<file path="config.mk">
export PLATFORM = sky130hd
export DESIGN_NAME = utf8_to_utf16le_encoder
export DESIGN_NICKNAME = d
export VERILOG_FILES = /design/src/rtl/u8u16_pkg.sv /design/src/rtl/u8u16_front.sv /design/src/rtl/u8u16_queue.sv /design/src/rtl/u8u16_back.sv /design/src/rtl/utf8_to_utf16le_encoder.sv
export VERILOG_INCLUDE_DIRS = /design/src /design/src/rtl
export SDC_FILE = /design/constraint.sdc
export NUM_CORES = 1
export LEC_CHECK = 0
export BUFFER_PORTS_ARGS = -buffer_cell sky130_fd_sc_hd__buf_2
export CAP_MARGIN = 20
export CORE_MARGIN = 4
export CORE_UTILIZATION = 46
export CTS_CLUSTER_SIZE = 20
export DETAILED_ROUTE_END_ITERATION = 10
export GPL_TIMING_DRIVEN = 0
export PLACE_DENSITY = 0.63
export SLEW_MARGIN = 20
export SYNTH_ARGS = -nofsm -noshare
export SYNTH_HDL_FRONTEND = slang
export SYNTH_HIERARCHICAL = 1
export SYNTH_SLANG_ARGS = --single-unit
</file>
<file path="constraint.sdc">
create_clock -name aclk -period 7.55 [get_ports aclk]
set_clock_uncertainty 0.1 [all_clocks]
set_input_delay 1.1325 -clock aclk [delete_from_list [all_inputs] [get_ports aclk]]
set_output_delay 1.1325 -clock aclk [all_outputs]
set_load 0.01 [all_outputs]
</file>
<file path="src/rtl/utf8_to_utf16le_encoder_assert.svh">
// Assertion macros shared by the encoder RTL.
`ifndef UTF8_TO_UTF16LE_ENCODER_ASSERT_SVH
`define UTF8_TO_UTF16LE_ENCODER_ASSERT_SVH

// Same-cycle implication, checked outside reset.
`define U8U16_ASSERT_NOW(label, clk, rstn, ante, cons, msg) \
    label: assert property (@(posedge clk) disable iff (!(rstn)) (ante) |-> (cons)) \
        else $error(msg);

// Next-cycle implication, checked outside reset.
`define U8U16_ASSERT_NEXT(label, clk, rstn, ante, cons, msg) \
    label: assert property (@(posedge clk) disable iff (!(rstn)) (ante) |=> (cons)) \
        else $error(msg);

`endif

</file>
<file path="src/rtl/u8u16_pkg.sv">
// Types and constants shared by the UTF-8 to UTF-16LE encoder.
package u8u16_pkg;

    localparam int QUEUE_DEPTH = 4;
    localparam int QUEUE_AW    = $clog2(QUEUE_DEPTH);
    localparam int QUEUE_CW    = QUEUE_AW + 1;

    // Job kinds handed from the decoder to the serialiser
    localparam logic [1:0] JOB_ERR    = 2'd0;
    localparam logic [1:0] JOB_UNIT   = 2'd1;
    localparam logic [1:0] JOB_PAIR   = 2'd2;

    // Last byte index of each job kind
    localparam logic [1:0] LAST_ERR   = 2'd0;
    localparam logic [1:0] LAST_UNIT  = 2'd1;
    localparam logic [1:0] LAST_PAIR  = 2'd3;

    localparam logic [20:0] CP_MIN_3B   = 21'h000800;
    localparam logic [20:0] CP_MIN_4B   = 21'h010000;
    localparam logic [20:0] CP_MAX      = 21'h10FFFF;
    localparam logic [9:0]  CP_SURR_TOP = 10'h01B;   // 0xD800..0xDFFF >> 11
    localparam logic [15:0] SURR_HI     = 16'hD800;
    localparam logic [15:0] SURR_LO     = 16'hDC00;

    localparam logic [1:0] SEQ_3B = 2'd2;   // continuation count of a 3-byte form
    localparam logic [1:0] SEQ_4B = 2'd3;   // continuation count of a 4-byte form

    typedef struct packed {
        logic [1:0]  kind;
        logic [20:0] code;
        logic        eot;
    } job_t;

endpackage

</file>
<file path="src/rtl/u8u16_front.sv">
// Decoder front end: gathers UTF-8 sequences, validates them and queues jobs.
module u8u16_front import u8u16_pkg::*; (
    input  logic       aclk,
    input  logic       aresetn,
    input  logic       in_valid,
    input  logic [7:0] in_byte,
    input  logic       in_eot,
    output logic       in_ready,
    output logic       push_valid,
    output job_t       push_job,
    input  logic       push_ready
);

    logic [1:0]  pend_reg, pend_next;
    logic [1:0]  seq_reg, seq_next;
    logic [20:0] acc_reg, acc_next;
    logic        failed_reg, failed_next;

    logic        accept;

    assign in_ready = push_ready;
    assign accept   = in_valid && push_ready;

    always_comb begin
        logic        do_err;
        logic        do_emit;
        logic [20:0] cp;
        logic [1:0]  pend_dec;
        do_err      = 1'b0;
        do_emit     = 1'b0;
        cp          = {acc_reg[14:0], in_byte[5:0]};
        pend_dec    = pend_reg - 2'd1;
        pend_next   = pend_reg;
        seq_next    = seq_reg;
        acc_next    = acc_reg;
        failed_next = failed_reg;
        push_valid  = 1'b0;
        push_job    = '{kind: JOB_ERR, code: '0, eot: in_eot};

        if (accept) begin
            if (failed_reg) begin
                // drop until end of text
                if (in_eot) begin
                    failed_next = 1'b0;
                end
            end else if (pend_reg == 2'd0) begin
                if (!in_byte[7]) begin
                    do_emit = 1'b1;
                    cp      = {13'd0, in_byte};
                end else if (in_byte[7:5] == 3'b110) begin
                    if (in_byte[4:1] == 4'd0 || in_eot) begin
                        do_err = 1'b1;
                    end else begin
                        acc_next  = {16'd0, in_byte[4:0]};
                        pend_next = 2'd1;
                        seq_next  = 2'd1;
                    end
                end else if (in_byte[7:4] == 4'b1110) begin
                    if (in_eot) begin
                        do_err = 1'b1;
                    end else begin
                        acc_next  = {17'd0, in_byte[3:0]};
                        pend_next = 2'd2;
                        seq_next  = 2'd2;
                    end
                end else if (in_byte[7:3] == 5'b11110) begin
                    if (in_eot) begin
                        do_err = 1'b1;
                    end else begin
                        acc_next  = {18'd0, in_byte[2:0]};
                        pend_next = 2'd3;
                        seq_next  = 2'd3;
                    end
                end else begin
                    do_err = 1'b1;
                end
            end else if (in_byte[7:6] != 2'b10) begin
                do_err = 1'b1;
            end else if (pend_dec != 2'd0) begin
                if (in_eot) begin
                    do_err = 1'b1;
                end else begin
                    acc_next  = cp;
                    pend_next = pend_dec;
                end
            end else if ((seq_reg == SEQ_3B && cp < CP_MIN_3B)
                         || (seq_reg == SEQ_4B && cp < CP_MIN_4B)
                         || cp > CP_MAX
                         || cp[20:11] == CP_SURR_TOP) begin
                do_err = 1'b1;
            end else begin
                do_emit = 1'b1;
            end

            if (do_emit) begin
                push_valid    = 1'b1;
                push_job.kind = (cp >= CP_MIN_4B) ? JOB_PAIR : JOB_UNIT;
                push_job.code = cp;
                pend_next     = 2'd0;
                seq_next      = 2'd0;
                acc_next      = '0;
            end

            if (do_err) begin
                push_valid  = 1'b1;
                pend_next   = 2'd0;
                seq_next    = 2'd0;
                acc_next    = '0;
                failed_next = !in_eot;
            end
        end
    end

    always_ff @(posedge aclk) begin
        if (!aresetn) begin
            pend_reg   <= 2'd0;
            seq_reg    <= 2'd0;
            acc_reg    <= '0;
            failed_reg <= 1'b0;
        end else begin
            pend_reg   <= pend_next;
            seq_reg    <= seq_next;
            acc_reg    <= acc_next;
            failed_reg <= failed_next;
        end
    end

endmodule

</file>
<file path="src/rtl/u8u16_queue.sv">
// Short job queue between decoder and serialiser.
module u8u16_queue import u8u16_pkg::*; (
    input  logic aclk,
    input  logic aresetn,
    input  logic push_valid,
    input  job_t push_job,
    output logic push_ready,
    output logic pop_valid,
    output job_t pop_job,
    input  logic pop_ready
);

    job_t                slot_reg [QUEUE_DEPTH];
    logic [QUEUE_AW-1:0] wr_reg, rd_reg;
    logic [QUEUE_CW-1:0] count_reg, count_next;
    logic                do_push, do_pop;

    assign push_ready = count_reg != QUEUE_CW'(QUEUE_DEPTH);
    assign pop_valid  = count_reg != '0;
    assign pop_job    = slot_reg[rd_reg];
    assign do_push    = push_valid && push_ready;
    assign do_pop     = pop_valid && pop_ready;

    always_comb begin
        count_next = count_reg;
        if (do_push && !do_pop) begin
            count_next = count_reg + QUEUE_CW'(1);
        end else if (do_pop && !do_push) begin
            count_next = count_reg - QUEUE_CW'(1);
        end
    end

    always_ff @(posedge aclk) begin
        if (do_push) begin
            slot_reg[wr_reg] <= push_job;
        end
    end

    always_ff @(posedge aclk) begin
        if (!aresetn) begin
            wr_reg    <= '0;
            rd_reg    <= '0;
            count_reg <= '0;
        end else begin
            count_reg <= count_next;
            if (do_push) begin
                wr_reg <= wr_reg + QUEUE_AW'(1);
            end
            if (do_pop) begin
                rd_reg <= rd_reg + QUEUE_AW'(1);
            end
        end
    end

endmodule

</file>
<file path="src/rtl/u8u16_back.sv">
// Serialiser back end: turns one job into its UTF-16LE byte transfers.
module u8u16_back import u8u16_pkg::*; (
    input  logic       aclk,
    input  logic       aresetn,
    input  logic       pop_valid,
    input  job_t       pop_job,
    output logic       pop_ready,
    output logic       out_valid,
    output logic [7:0] out_byte,
    output logic       out_run_last,
    output logic       out_text_done,
    output logic       out_bad,
    input  logic       out_ready
);

    logic        cur_valid_reg;
    job_t        cur_reg;
    logic [1:0]  idx_reg;
    logic [1:0]  last_idx;
    logic        is_last;
    logic [20:0] offs;
    logic [15:0] hi_unit, lo_unit;

    always_comb begin
        case (cur_reg.kind)
            JOB_UNIT: last_idx = LAST_UNIT;
            JOB_PAIR: last_idx = LAST_PAIR;
            default:  last_idx = LAST_ERR;
        endcase
    end

    assign is_last   = idx_reg == last_idx;
    assign pop_ready = !cur_valid_reg || (out_ready && is_last);

    assign offs    = cur_reg.code - CP_MIN_4B;
    assign hi_unit = SURR_HI | {6'd0, offs[19:10]};
    assign lo_unit = SURR_LO | {6'd0, offs[9:0]};

    always_comb begin
        out_byte = 8'd0;
        case (cur_reg.kind)
            JOB_UNIT: out_byte = idx_reg[0] ? cur_reg.code[15:8] : cur_reg.code[7:0];
            JOB_PAIR: begin
                case (idx_reg)
                    2'd0:    out_byte = hi_unit[7:0];
                    2'd1:    out_byte = hi_unit[15:8];
                    2'd2:    out_byte = lo_unit[7:0];
                    default: out_byte = lo_unit[15:8];
                endcase
            end
            default:  out_byte = 8'd0;
        endcase
    end

    assign out_valid     = cur_valid_reg;
    assign out_run_last  = is_last;
    assign out_text_done = is_last && cur_reg.eot;
    assign out_bad       = cur_reg.kind == JOB_ERR;

    // load the next job while no job is held, or as the last byte of the current one transfers
    always_ff @(posedge aclk) begin
        if (!aresetn) begin
            cur_valid_reg <= 1'b0;
            idx_reg       <= 2'd0;
        end else if (pop_ready) begin
            cur_valid_reg <= pop_valid;
            idx_reg       <= 2'd0;
        end else if (out_ready) begin
            idx_reg <= idx_reg + 2'd1;
        end
    end

    always_ff @(posedge aclk) begin
        if (pop_ready) begin
            cur_reg <= pop_job;
        end
    end

endmodule

</file>
<file path="src/rtl/utf8_to_utf16le_encoder.sv">
// Top level of the UTF-8 to UTF-16LE encoder.
// Takes one UTF-8 byte per transfer (tlast on the final byte of the text) and gives
// UTF-16LE bytes, low byte first, one per transfer. A decoder front end classifies
// each byte combinationally and queues a job (up to four waiting) for a serialiser that
// sends one output byte per cycle while m_tready is high. Sustained rate is therefore set
// by the output: an ASCII byte or a two- or three-byte character gives two output bytes,
// a four-byte character four. Invalid text gives one transfer with tuser bad_text set
// and a zero byte, then input is dropped until end of text. On an idle block the first
// output byte is registered through the queue slot and then the serialiser job register.
`include "utf8_to_utf16le_encoder_assert.svh"

module utf8_to_utf16le_encoder import u8u16_pkg::*; (
    input  logic       aclk,
    input  logic       aresetn,
    input  logic       s_tvalid,
    output logic       s_tready,
    input  logic [7:0] s_tdata,   // [7:0] in_byte
    input  logic       s_tlast,   // end_of_text
    output logic       m_tvalid,
    input  logic       m_tready,
    output logic [7:0] m_tdata,   // [7:0] out_byte
    output logic [1:0] m_tuser,   // [0] run_last, [1] bad_text
    output logic       m_tlast    // text_done
);

    logic push_valid, push_ready;
    job_t push_job;
    logic pop_valid, pop_ready;
    job_t pop_job;

    u8u16_front u_front (
        .aclk       (aclk),
        .aresetn    (aresetn),
        .in_valid   (s_tvalid),
        .in_byte    (s_tdata),
        .in_eot     (s_tlast),
        .in_ready   (s_tready),
        .push_valid (push_valid),
        .push_job   (push_job),
        .push_ready (push_ready)
    );

    u8u16_queue u_queue (
        .aclk       (aclk),
        .aresetn    (aresetn),
        .push_valid (push_valid),
        .push_job   (push_job),
        .push_ready (push_ready),
        .pop_valid  (pop_valid),
        .pop_job    (pop_job),
        .pop_ready  (pop_ready)
    );

    u8u16_back u_back (
        .aclk          (aclk),
        .aresetn       (aresetn),
        .pop_valid     (pop_valid),
        .pop_job       (pop_job),
        .pop_ready     (pop_ready),
        .out_valid     (m_tvalid),
        .out_byte      (m_tdata),
        .out_run_last  (m_tuser[0]),
        .out_text_done (m_tlast),
        .out_bad       (m_tuser[1]),
        .out_ready     (m_tready)
    );

    `U8U16_ASSERT_NEXT(a_idle_back_loads, aclk, aresetn, !m_tvalid && pop_valid, m_tvalid, "serialiser idle while jobs are queued")
    `U8U16_ASSERT_NOW(a_err_single, aclk, aresetn, m_tvalid && m_tuser[1], m_tuser[0] && m_tdata == 8'd0, "error transfer must be a single zero byte")
    `U8U16_ASSERT_NOW(a_done_ends_run, aclk, aresetn, m_tvalid && m_tlast, m_tuser[0], "end of text must close the run")

endmodule
</file>
Word-level counts from Yosys, hierarchy flattened
Memory sizes are Yosys's and may differ from the RTL's. A register that Yosys moved wholly into a read port is not among the register bits.
Index checks and enable logic that the tools add are counted.
- RAM bits: 96
- bits of input ports: 13
- word-level logic and storage cells: 148
- memories kept: 1
- bits in registers: 30
- memory list (memory ; words ; width ; rd ports ; clocked after Yosys merged registers in ; wr ports ; line ; source):
    u_queue.slot_reg ; 4 ; 24 ; 1 ; 1 ; 1 ; u8u16_queue.sv:13 ; job_t slot_reg [QUEUE_DEPTH];
- muxes and demuxes: 72
- $add $sub $neg: 7
- reductions and logical operators: 32
- equality and inequality tests: 22
- bitwise logic cells: 1
- $lt $le $gt $ge: 4
- operator list (kind ; count):
    two-way mux 15 bit ; 14
    two-way mux 21 bit ; 4
    two-way mux 23 bit ; 2
    two-way mux 2 bit ; 19
    two-way mux 1 bit ; 27
    case mux 8 bit (3 select lines) ; 1
    greater-or-equal comparator 21 x 17 -> 1 bit (second input constant) ; 1
    > comparator 21 bit (second input constant) ; 1
    < comparator 21 x 12 -> 1 bit (second input constant) ; 1
    < comparator 21 x 17 -> 1 bit (second input constant) ; 1
    subtractor 20 x 17 -> 20 bit (second input constant) ; 1
    case mux 8 bit (2 select lines) ; 1
    equality test 10 x 5 -> 1 bit (second input constant) ; 1
    != test 5 x 4 -> 1 bit (second input constant) ; 2
    AND reduction 10 bit ; 1
    logical AND 1 bit ; 9
    nonzero test 3 bit ; 3
    equality test 2 bit (second input constant) ; 4
    two-way mux 8 bit ; 1
    != test 4 bit (second input constant) ; 2
    AND reduction 8 bit ; 1
    adder 2 x 1 -> 2 bit (second input constant) ; 3
    logical NOT 2 bit ; 3
    two-way mux 3 bit ; 2
    23 further kinds ; 33

Depth between registers and ports, before layout
- depth after elaboration: 19
- mapped depth: 13

Cells and area by module
Netlist, hierarchy kept.
- modules (own cells, without submodules) (module ; area an instance (µm²) ; cells an instance ; instances ; sequential area each (µm²)):
    u8u16_queue ; 4001.3 ; 174 ; 1 ; 3062.9
    u8u16_back ; 1347.5 ; 106 ; 1 ; 750.7
    u8u16_front ; 1058.5 ; 125 ; 1 ; 400.4

Worst setup path after synthesis
No wires, ideal clock.
- path type: input-to-reg
- start point: input s_tdata[4]
- end point: register u_queue.count_reg[2]
- setup time: 70 ps
- slack: 3708 ps
- cell stages on the path: 11
- data arrival time: 3672 ps
- data required time: 7380 ps
- cells stage by stage: or4_1 -> or2_0 -> a31o_2 -> nor2_1 -> a21boi_2 -> ha_1 -> inv_1 -> fa_1 -> xor2_1 -> or3_1 -> a21boi_1
- longest elaborated chain between the ends: 18
- elaborated cells between the ends (all ways): 38
- ends and longest elaborated chain (what ; line ; source):
    from (decl) ; utf8_to_utf16le_encoder.sv:17 ; input logic [7:0] s_tdata,
    < comparator 21 x 12 -> 1 bit / < comparator 21 x 17 -> 1 bit (equally long branches) ; u8u16_front.sv:86, u8u16_front.sv:87 ;
    logical AND 1 bit, on equally long branches ; u8u16_front.sv:86, u8u16_front.sv:87 ;
    logical OR 1 bit ; u8u16_front.sv:87 ; || (seq_reg == SEQ_4B && cp < CP_MIN_4B)
    logical OR 1 bit ; u8u16_front.sv:88 ; || cp > CP_MAX
    logical OR 1 bit ; u8u16_front.sv:89 ; || cp[20:11] == CP_SURR_TOP) begin
    two-way mux 1 bit ; u8u16_front.sv:86 ; end else if ((seq_reg == SEQ_3B && cp < CP_MIN_3B)
    two-way mux 1 bit ; u8u16_front.sv:79 ; end else if (pend_dec != 2'd0) begin
    two-way mux 1 bit ; u8u16_front.sv:77 ; end else if (in_byte[7:6] != 2'b10) begin
    (+4 left out) ; n/a ;
    two-way mux 1 bit (*) ; u8u16_front.sv:104 ; if (do_err) begin
    two-way mux 1 bit (*) ; u8u16_front.sv:40 ; if (accept) begin
    via push_valid ; utf8_to_utf16le_encoder.sv:26 ; logic push_valid, push_ready;
    logical AND 1 bit (*) ; u8u16_queue.sv:21 ; assign do_push = push_valid && push_ready;
    via u_queue.do_push ; u8u16_queue.sv:16 ; logic do_push, do_pop;
    logical NOT 1 bit ; u8u16_queue.sv:28 ; end else if (do_pop && !do_push) begin
    logical AND 1 bit ; u8u16_queue.sv:28 ;
    nonzero test 2 bit (no line) ; n/a ;
    to (signal assigned) ; u8u16_queue.sv:45 ; count_reg <= count_next;
    to (decl) ; u8u16_queue.sv:15 ; logic [QUEUE_CW-1:0] count_reg, count_next;
Mark *: on every way through the listed nets, which the timed path passes. The rest lies on a longest branch. The select of a mux whose other input is x is not followed.
A chain may end at the register's enable or synchronous reset.

Worst setup path after layout
Same ends and word-level chain as after synthesis.

==> impl_metrics.yaml <==
floorplan:
  dieArea_sq_mm: 0.0155
  core_area_sq_mm: 0.0133
  io-pin-count: 26
  die_w_um: 125
  rows: 42
  initial_utilization_pct: 47.0
  die_y_um: 125
sta:
  final_hold_viol_count: 0
  fin_crit_ns: 3.87
  holdWs_ns: 0.350
  setup_viol_count_final: 0
  setup_tns_ns: 0
  fmaxAchievable_ghz: 0.259
  grt_setup_unrepaired: "false"
  post-route-period-util_pct: 51.2
  drv_slew: 0
  worst_slew_pin_slew_ns: 1.01
  slew_headroom_pct: 32.5
setup_path:
  cp.buffers_inverters: 2
  cpPeakStageDelay_ns: 0.55
  crit_slowest_cell: "or4_1"
  critPathRequiredTime_ns: 7.79
  cp_cell_sequence: "buf_2 > or4_1 > or2_0 > a31o_2 > nor2_1 > a21boi_2 > ha_1 > inv_1 > fa_1 > xor2_1 > or3_1 > a21boi_1"
  critPathTopFamily: "simple AND/OR/NAND/NOR gates"
  worstReg2RegStart: "u_back/cur_reg[22]$_DFFE_PP_"
  worstPathArrival_ns: 4.11
  cp_max_fo: 7
  cp-startpoint: "s_tdata[4]"
  cp-start-kind: "input port"
  endpoint_kind: "flop"
  crit_type: "input port to flop"
clock_tree:
  clockBufferDepth: 2
  tritoncts: "built"
  cts_made_buffers: 17
  cts_num_sinks: 147
  clock_latency_ns: 0.42
  clkTransAtPathRegs_ns: 0.06
  cts-root-buf: "clkbuf_16"
  cts_hold_buf: 0
  cts.htree.levels: 4
  post_cts_buffers: 0
  cts_resized: 0
drt:
  drtIter0Drc: 179
  routedWlPerCell_um: 18.5
  wl_met3_um: 638
  ant_nets: 0
  wl_met1_mm: 5.37
  vias_per_cell: 5.43
  vias: 3432
  routed.top_layer: "met4"
  drtPass1Iterations: 4
  wl_met2_mm: 5.46
  routed_wl_mm: 11.7
  drc: 0
placed_design:
  place_hpwl_mm: 7.78
  dp.cells: 600
  portBuffers: 25
  place_congestion: 0.769
power_and_ir_drop:
  power_density_mw_per_mm2: 354
  combPwrFrac_pct: 25.4
  pwr-share-seq_pct: 44.3
  p_sw_uw: 737
  power_mw: 2.53
  p_leak_nw: 2.54
  internal-power_mw: 1.80
  irDropWorstVdd_v: 0.000150
  clockPowerShare_pct: 30.3
  switching_share_pct: 29.1
final_layout:
  largest_reg_flops: 92
  final_cells: 632
  post-route-util_pct: 53.8
  antenna_cells: 0
  area_growth_pct: 14.3
  fill_cells: 1088
  final_nets: 470
  final_layout_size_suffix_gt1_share_pct: 22.8
global_route:
  antenna_found_initial: 0
  grt_pass1_wl_mm: 19.0
  grtUsageTotal_pct: 16.0
  grt_start_max_net_pins: 26
  globalRouteOverflowTotal: 0
  grt_pass1_vias: 3497
logic_synthesis:
  syn_area_sq_mm: 0.00625
  yosysWarnings: 6
  synth_nets: 426
  avgSynthCellArea_sq_um: 15.7
  synthCells: 399
run_status:
  status: "completed"
worst_hold_path:
  worstHoldStart: "u_front/seq_reg[0]$_SDFFE_PN0P_"
  hold_class: "flop to flop"
job:
  cap_violations: 0
## power by group through the flow
stage / registers [mW] / logic (mW) / clock network (mW)
global route: 1.14 / 0.711 / 0.823
detailed placement: 1.14 / 0.651 / 0
CTS: 1.12 / 0.654 / 0.784
global placement: 1.13 / 0.642 / 0
finish: 1.12 / 0.644 / 0.768
floorplan: 1.11 / 0.485 / 0
## cell usage in the layout (no fill, tap or decap), types with 4 or more instances in the layout
cell,instances
and2_1,19
nand2_1,18
a21oi_1,13
buf_2,30
mux2_2,6
ha_1,13
dfxtp_1,32
and3_1,5
inv_1,17
nor2_1,12
clkbuf_16,17
xnor2_1,4
nor2b_1,4
edfxtp_1,115
a22o_1,19
mux2i_1,4
nor3b_1,8
mux4_2,20
o21ai_1,5
clkinvlp_4,5
o21ai_0,8
clkbuf_1,8
and2_2,4
## cell type report
cell class / instances / area [sq um] / area share (%)
Buffer: 19 / 140 / 1.96
Tap cell: 176 / 220 / 3.08
Multi-Input combinational cell: 216 / 1960 / 27.4
Clock inverter: 14 / 116 / 1.63
Sequential cell: 147 / 4090 / 57.3
Inverter: 17 / 63.8 / 0.892
Timing Repair Buffer: 25 / 125 / 1.75
Clock buffer: 18 / 429 / 6.00
## worst reg2reg max path, stage by stage (launching register included)
cell	delay, ns
edfxtp_1	0.35
inv_1	0.06
ha_1	0.18
buf_2	0.18
xnor2_1	0.33
a31oi_4	0.15
inv_1	0.76
o31ai_4	0.19
ha_1	0.27
inv_1	0.07
fa_1	0.17
xor2_1	0.09
or3_1	0.31
a21boi_1	0.16
## metal layers
layer  vias to the layer above  GRT usage, %
li1                       1638             -
met1                      1691          20.6
met2                        88          25.3
met3                        15          4.67
met4                         0          6.51
met5                         -             0
## through the flow
stage | setup WS (ns) | instance area, sq um
2_1_floorplan | 3.71 | 6250
3_3_place_gp | 3.20 | 6600
3_5_place_dp | 3.29 | 6610
4_1_cts | 3.72 | 7150
5_1_grt | 3.59 | 7150
6_report | 3.68 | 7150
## path summary, 6_finish.rpt
| kind | slack, ns | endpoint | cells past startpoint |
|---|---|---|---|
| setup / recovery | 3.68 | u_queue/count_reg[2]$_SDFFE_PN0P_ | 12 |
| hold / removal | 0.35 | u_front/seq_reg[0]$_SDFFE_PN0P_ | 2 |
| setup reg to reg | 4.10 | u_queue/count_reg[2]$_SDFFE_PN0P_ | 13 |
| hold reg to reg | 0.35 | u_front/seq_reg[0]$_SDFFE_PN0P_ | 2 |
Note: power is estimated with default switching activity, not from simulation.
